$ cat src/design/tdsw_pkg.sv
package tdsw_pkg;

    // Sizing
    localparam int MAX_RESIDUALS  = 1024;
    localparam int MAX_ITERATIONS = 64;
    localparam int STORE_AW       = $clog2(MAX_RESIDUALS);
    localparam int COUNT_W        = $clog2(MAX_RESIDUALS + 1);
    localparam int ITER_W         = $clog2(MAX_ITERATIONS + 1);
    localparam int ENTRY_W        = 25;

    // Fixed-point constants
    localparam logic [47:0] LAMBDA_MAX = 48'hFFFF_FFFF_FFFF;
    localparam logic [47:0] LAMBDA_TOL = 48'd4294967;
    localparam logic [31:0] SCALE_MIN  = 32'd66;
    localparam logic [31:0] SCALE_RST  = 32'd65536;
    localparam logic [7:0]  DOF_RST    = 8'd5;
    localparam logic [15:0] SIGMA_RST  = 16'd1280;

    // Request / result codes
    localparam logic REQ_LOAD   = 1'b0;
    localparam logic REQ_WEIGHT = 1'b1;
    localparam logic KIND_SCALE  = 1'b0;
    localparam logic KIND_WEIGHT = 1'b1;

    // Register indexes
    localparam int CFG_IDX_W = 1;
    localparam logic [CFG_IDX_W-1:0] REG_DOF   = 1'd0;
    localparam logic [CFG_IDX_W-1:0] REG_SIGMA = 1'd1;

    typedef struct packed {
        logic              req_type;
        logic signed [23:0] residual;
        logic              finite;
        logic              last;
    } in_item_t;

    typedef struct packed {
        logic        result_kind;
        logic [31:0] scale;
        logic [17:0] weight;
        logic        converged;
        logic        empty_set;
    } out_item_t;

    typedef enum logic {
        ARITH_MUL,
        ARITH_DIV
    } arith_op_t;

    typedef struct packed {
        logic      start;
        arith_op_t op;
    } arith_req_t;

endpackage

$ cat src/design/tdsw_arith.sv
module tdsw_arith (
    input  logic                clk,
    input  logic                rst_n,
    input  tdsw_pkg::arith_req_t req,
    input  logic [63:0]         opa,
    input  logic [63:0]         opb,
    input  logic [63:0]         opc,
    output logic                done,
    output logic [127:0]        result
);
    import tdsw_pkg::*;

    // Shared unit: shift-add multiply opa*opb, or restoring divide
    // (opa:opb)/opc with saturation to all ones on overflow.
    typedef enum logic [1:0] {
        A_IDLE,
        A_MUL,
        A_DIV,
        A_FIN
    } astate_t;

    astate_t      state_reg;
    arith_op_t    op_reg;
    logic [127:0] acc_reg;
    logic [127:0] mcand_reg;
    logic [63:0]  mplier_reg;
    logic [63:0]  rem_reg;
    logic [63:0]  lo_reg;
    logic [63:0]  q_reg;
    logic [63:0]  den_reg;
    logic [5:0]   cnt_reg;

    logic [63:0]  rem_sh;
    logic         step_ge;

    always_comb
    begin
        rem_sh  = {rem_reg[62:0], lo_reg[63]};
        step_ge = rem_reg[63] || (rem_sh >= den_reg);
    end

    always_ff @(posedge clk or negedge rst_n)
    begin
        if (!rst_n)
        begin
            state_reg  <= A_IDLE;
            op_reg     <= ARITH_MUL;
            acc_reg    <= '0;
            mcand_reg  <= '0;
            mplier_reg <= '0;
            rem_reg    <= '0;
            lo_reg     <= '0;
            q_reg      <= '0;
            den_reg    <= '0;
            cnt_reg    <= '0;
        end
        else if (req.start)
        begin
            op_reg <= req.op;
            if (req.op == ARITH_MUL)
            begin
                acc_reg    <= '0;
                mcand_reg  <= {64'd0, opa};
                mplier_reg <= opb;
                state_reg  <= A_MUL;
            end
            else if ((opc == 64'd0) || (opa >= opc))
            begin
                q_reg     <= '1;
                state_reg <= A_FIN;
            end
            else
            begin
                rem_reg   <= opa;
                lo_reg    <= opb;
                den_reg   <= opc;
                q_reg     <= '0;
                cnt_reg   <= '0;
                state_reg <= A_DIV;
            end
        end
        else
        begin
            unique case (state_reg)
                A_IDLE:
                begin
                    state_reg <= A_IDLE;
                end
                A_MUL:
                begin
                    if (mplier_reg == 64'd0)
                    begin
                        state_reg <= A_FIN;
                    end
                    else
                    begin
                        if (mplier_reg[0])
                        begin
                            acc_reg <= acc_reg + mcand_reg;
                        end
                        mcand_reg  <= {mcand_reg[126:0], 1'b0};
                        mplier_reg <= {1'b0, mplier_reg[63:1]};
                    end
                end
                A_DIV:
                begin
                    rem_reg <= step_ge ? (rem_sh - den_reg) : rem_sh;
                    lo_reg  <= {lo_reg[62:0], 1'b0};
                    q_reg   <= {q_reg[62:0], step_ge};
                    cnt_reg <= cnt_reg + 6'd1;
                    if (cnt_reg == 6'd63)
                    begin
                        state_reg <= A_FIN;
                    end
                end
                A_FIN:
                begin
                    state_reg <= A_IDLE;
                end
                default:
                begin
                    state_reg <= A_IDLE;
                end
            endcase
        end
    end

    assign done   = (state_reg == A_FIN);
    assign result = (op_reg == ARITH_MUL) ? acc_reg : {64'd0, q_reg};

endmodule

$ cat config.mk
export PLATFORM = sky130hd
export DESIGN_NAME = tdsw_arith
export DESIGN_NICKNAME = d
export VERILOG_FILES = /design/src/design/tdsw_pkg.sv /design/src/design/tdsw_arith.sv
export SDC_FILE = /design/constraint.sdc
export NUM_CORES = 2
export LEC_CHECK = 0
export BUFFER_PORTS_ARGS = -buffer_cell sky130_fd_sc_hd__buf_2
export CORE_ASPECT_RATIO = 0.7
export CORE_UTILIZATION = 40
export CTS_CLUSTER_DIAMETER = 50
export DETAILED_ROUTE_END_ITERATION = 6
export HOLD_SLACK_MARGIN = 0.03
export PLACE_DENSITY = 0.64
export SETUP_SLACK_MARGIN = 0.3
export SLEW_MARGIN = 20
export SYNTH_ARGS = -nofsm -noshare
export SYNTH_HDL_FRONTEND = slang
export SYNTH_SLANG_ARGS = --single-unit
$ cat constraint.sdc
create_clock -name clk -period 8.1 [get_ports clk]
set_input_delay 0.81 -clock clk [delete_from_list [all_inputs] [get_ports clk]]
set_output_delay 0.81 -clock clk [all_outputs]
set_load 0.005 [all_outputs]
==> results.cfg <==
[synth]
postSynthCellCount = 4882
avgSynthCellArea_sq_um = 8.21
yosysUniqueCellTypes = 93
synth.top_cell.area_share_pct = 36.5
netlist_area_sq_mm = 0.0401
ys_seq_area_share_pct = 36.5
syn_nets = 5339
synth_ff_type = dfrtp_1
synth_area_leaders = dfrtp_1 37%, ha_1 8.1%, o21ai_0 7.5%
ys_ff_latch = 585
async_flop_share_pct = 100
yosysWarnings = 0
yosys.area.top_type = dfrtp_1
synth_edf_count = 0

[finish]
layout.cells.non_filler = 6394
nNetsFinal = 5465
final_common_cell = nand2_1
utilization_pct = 45.7
fillers = 9728
area_growth_pct = 12.4
drive_gt1_share_pct = 12.0
fin_area_sq_mm = 0.0450
layout_common_cells = 727 x nand2_1, 603 x o21ai_0, 584 x dfrtp_1, 423 x a21oi_1, 322 x buf_2

[worst_setup_path]
r2r-start = lo_reg[63]$_DFFE_PN0P_
critical_path_arrival_ps = 5370
cp-end-kind = flip-flop
path_max_fanout = 68
reg2reg_slack_ps = 3250
critPathLaunchType = flip-flop
reg2reg_to = rem_reg[13]$_DFFE_PN0P_
rr_worst_depth = 16
critPathKind = flip-flop to flip-flop
critical_path_required_ps = 8620

[power]
seq_power_share_pct = 29.9
power.leakage_nw = 20.6
worst_ir_drop_vdd_uv = 221
p_clk_share_pct = 21.3
sw_frac_of_total_pct = 44.7
p_per_area_mw_per_mm2 = 353
combinationalPowerShare_pct = 48.8
p_int_mw = 8.78
p_switching_mw = 7.11
power.total_mw = 15.9

[timing]
setup_viol = 0
finClkSkew_ps = 33.0
finalHoldViolCount = 0
maxSlewHeadroom_pct = 31.2
fin_ws_ps = 3250
final.setup.tns_ps = 0
fin_crit_sh_pct = 59.9
slew_viol_final = 0
min_period_ps = 4850
fmax_ghz = 0.206
rsz0062_at_grt = false
hold-worst-slack_ps = 162
worst_pin_slew_ps = 1030

[placement]
dp.cells = 6256
place.port_buffers = 324
placed_area_sq_mm = 0.0426
place_congestion = 0.950
dp_hpwl_um = 95800
pre_cts_slack_ps = 2800

[global_routing]
grt_pass1_wl_um = 198000
overflow = 0
antenna_found_initial = 23
grt_max_degree = 165
grt_pass1_vias = 33300
track_usage_pct = 24.7

[drt]
ant_nets = 0
drt_wl_total_um = 128000
post-route-drc-count = 0
drt_iter0_drc = 3123
dr_total_vias = 36000
via_per_inst = 5.63
drt_pre_antenna_iters = 6
wl_per_cell_um = 20.0

[floorplan]
io_pins = 325
initial_utilization_pct = 40.6
dieArea_sq_mm = 0.101
dieHeight_um = 267
rows = 96
die_x_um = 380
coreArea_sq_mm = 0.0986

[run]
cap_viol_max_count = 0

[worst_hold_path]
hold_class = primary input to asynchronous set/reset pin

[clock_tree]
cts_buffers = 73
clk_pin_slew_worst_paths_ps = 60
postCtsSetupRepairBufs = 0
cts_resized = 0
clock_path_buffers = 3
clock_sinks = 585
cts_root_buffer = clkbuf_16
cts_tree = yes
hold_buffers = 0
clock_latency_ps = 670
htree_num_levels = 3

[status]
status = finished, final reports clean
## power by group through the flow
stage,Combinational (mW),Clock [mW],Sequential [mW]
floorplan,5.77,0,4.43
global placement,7.53,0,4.76
detailed placement,7.63,0,4.78
CTS,7.67,3.46,4.75
global route,8.62,3.57,4.88
finish,7.76,3.38,4.75
## per-layer routing
| layer | part of all wire, % | wire length, um | GRT usage, % |
|---|---|---|---|
| met2 | 42 | 54200 | 35.7 |
| met5 | 0.17 | 216 | 0 |
| met1 | 48 | 61100 | 36.6 |
| met4 | 2.6 | 3320 | 6.60 |
| met3 | 7.1 | 9030 | 5.42 |
## kinds of logic (layout without fill, tap and decap cells)
group / after synthesis / count (layout) / synth area share, %
AO/OA/AOI/OAI: 1565 / 1565 / 22.8
AND/OR/NAND/NOR: 1532 / 1532 / 17.1
flip-flops: 585 / 585 / 36.5
buffers and inverters: 507 / 692 / 4.92
adder cells (fa/ha/maj): 261 / 261 / 8.18
multiplexers: 255 / 255 / 6.57
XOR/XNOR: 177 / 177 / 3.87
other: 0 / 4 / 0
## Yosys cell counts, drive strengths merged (62+ instances only)
cell and instances:
nand3 123, nor2b 80, nand2 727, dfrtp 585, xor2 62, o21ai 706, a21oi 427, mux2i 189
xnor2 115, a21o 110, inv 198, clkbuf 274, nor2 309, mux2 66, ha 259, nand4 110
## layout make-up
cell class	count	area, sq um	share of cell area (%)
diodes	4	10.0	0.0222
clock buffers	94	2030	4.50
clock inverters	40	449	0.997
inverters	199	747	1.66
multi-input cells	3790	23600	52.3
flip-flops and latches	585	14600	32.5
well taps	1323	1660	3.67
repair buffers	359	1960	4.35
## how the worst max path moves through the flow
| stage | from | endpoint | depth (start not counted) |
|---|---|---|---|
| after floorplan | opc[37] | rem_reg[56]$_DFFE_PN0P_ | 13 |
| after global placement | opa[0] | den_reg[0]$_DFFE_PN0P_ | 15 |
| after detailed placement | opa[0] | den_reg[0]$_DFFE_PN0P_ | 16 |
| after CTS | lo_reg[63]$_DFFE_PN0P_ | rem_reg[13]$_DFFE_PN0P_ | 16 |
| after global routing | lo_reg[63]$_DFFE_PN0P_ | rem_reg[6]$_DFFE_PN0P_ | 17 |
| final | lo_reg[63]$_DFFE_PN0P_ | rem_reg[13]$_DFFE_PN0P_ | 16 |
## worst max-delay path: stages (launching register included)
cell	delay, ps
dfrtp_1	440
inv_1	90
ha_1	200
fa_1	240
nand2b_1	180
a211o_1	250
a32oi_2	220
a31o_2	340
a22oi_1	200
nand2_1	210
a41o_1	350
a211oi_4	210
buf_4	350
buf_4	730
o211ai_1	280
o21ai_1	270
o21ai_1	100
Power figures use the tool's default switching activity.
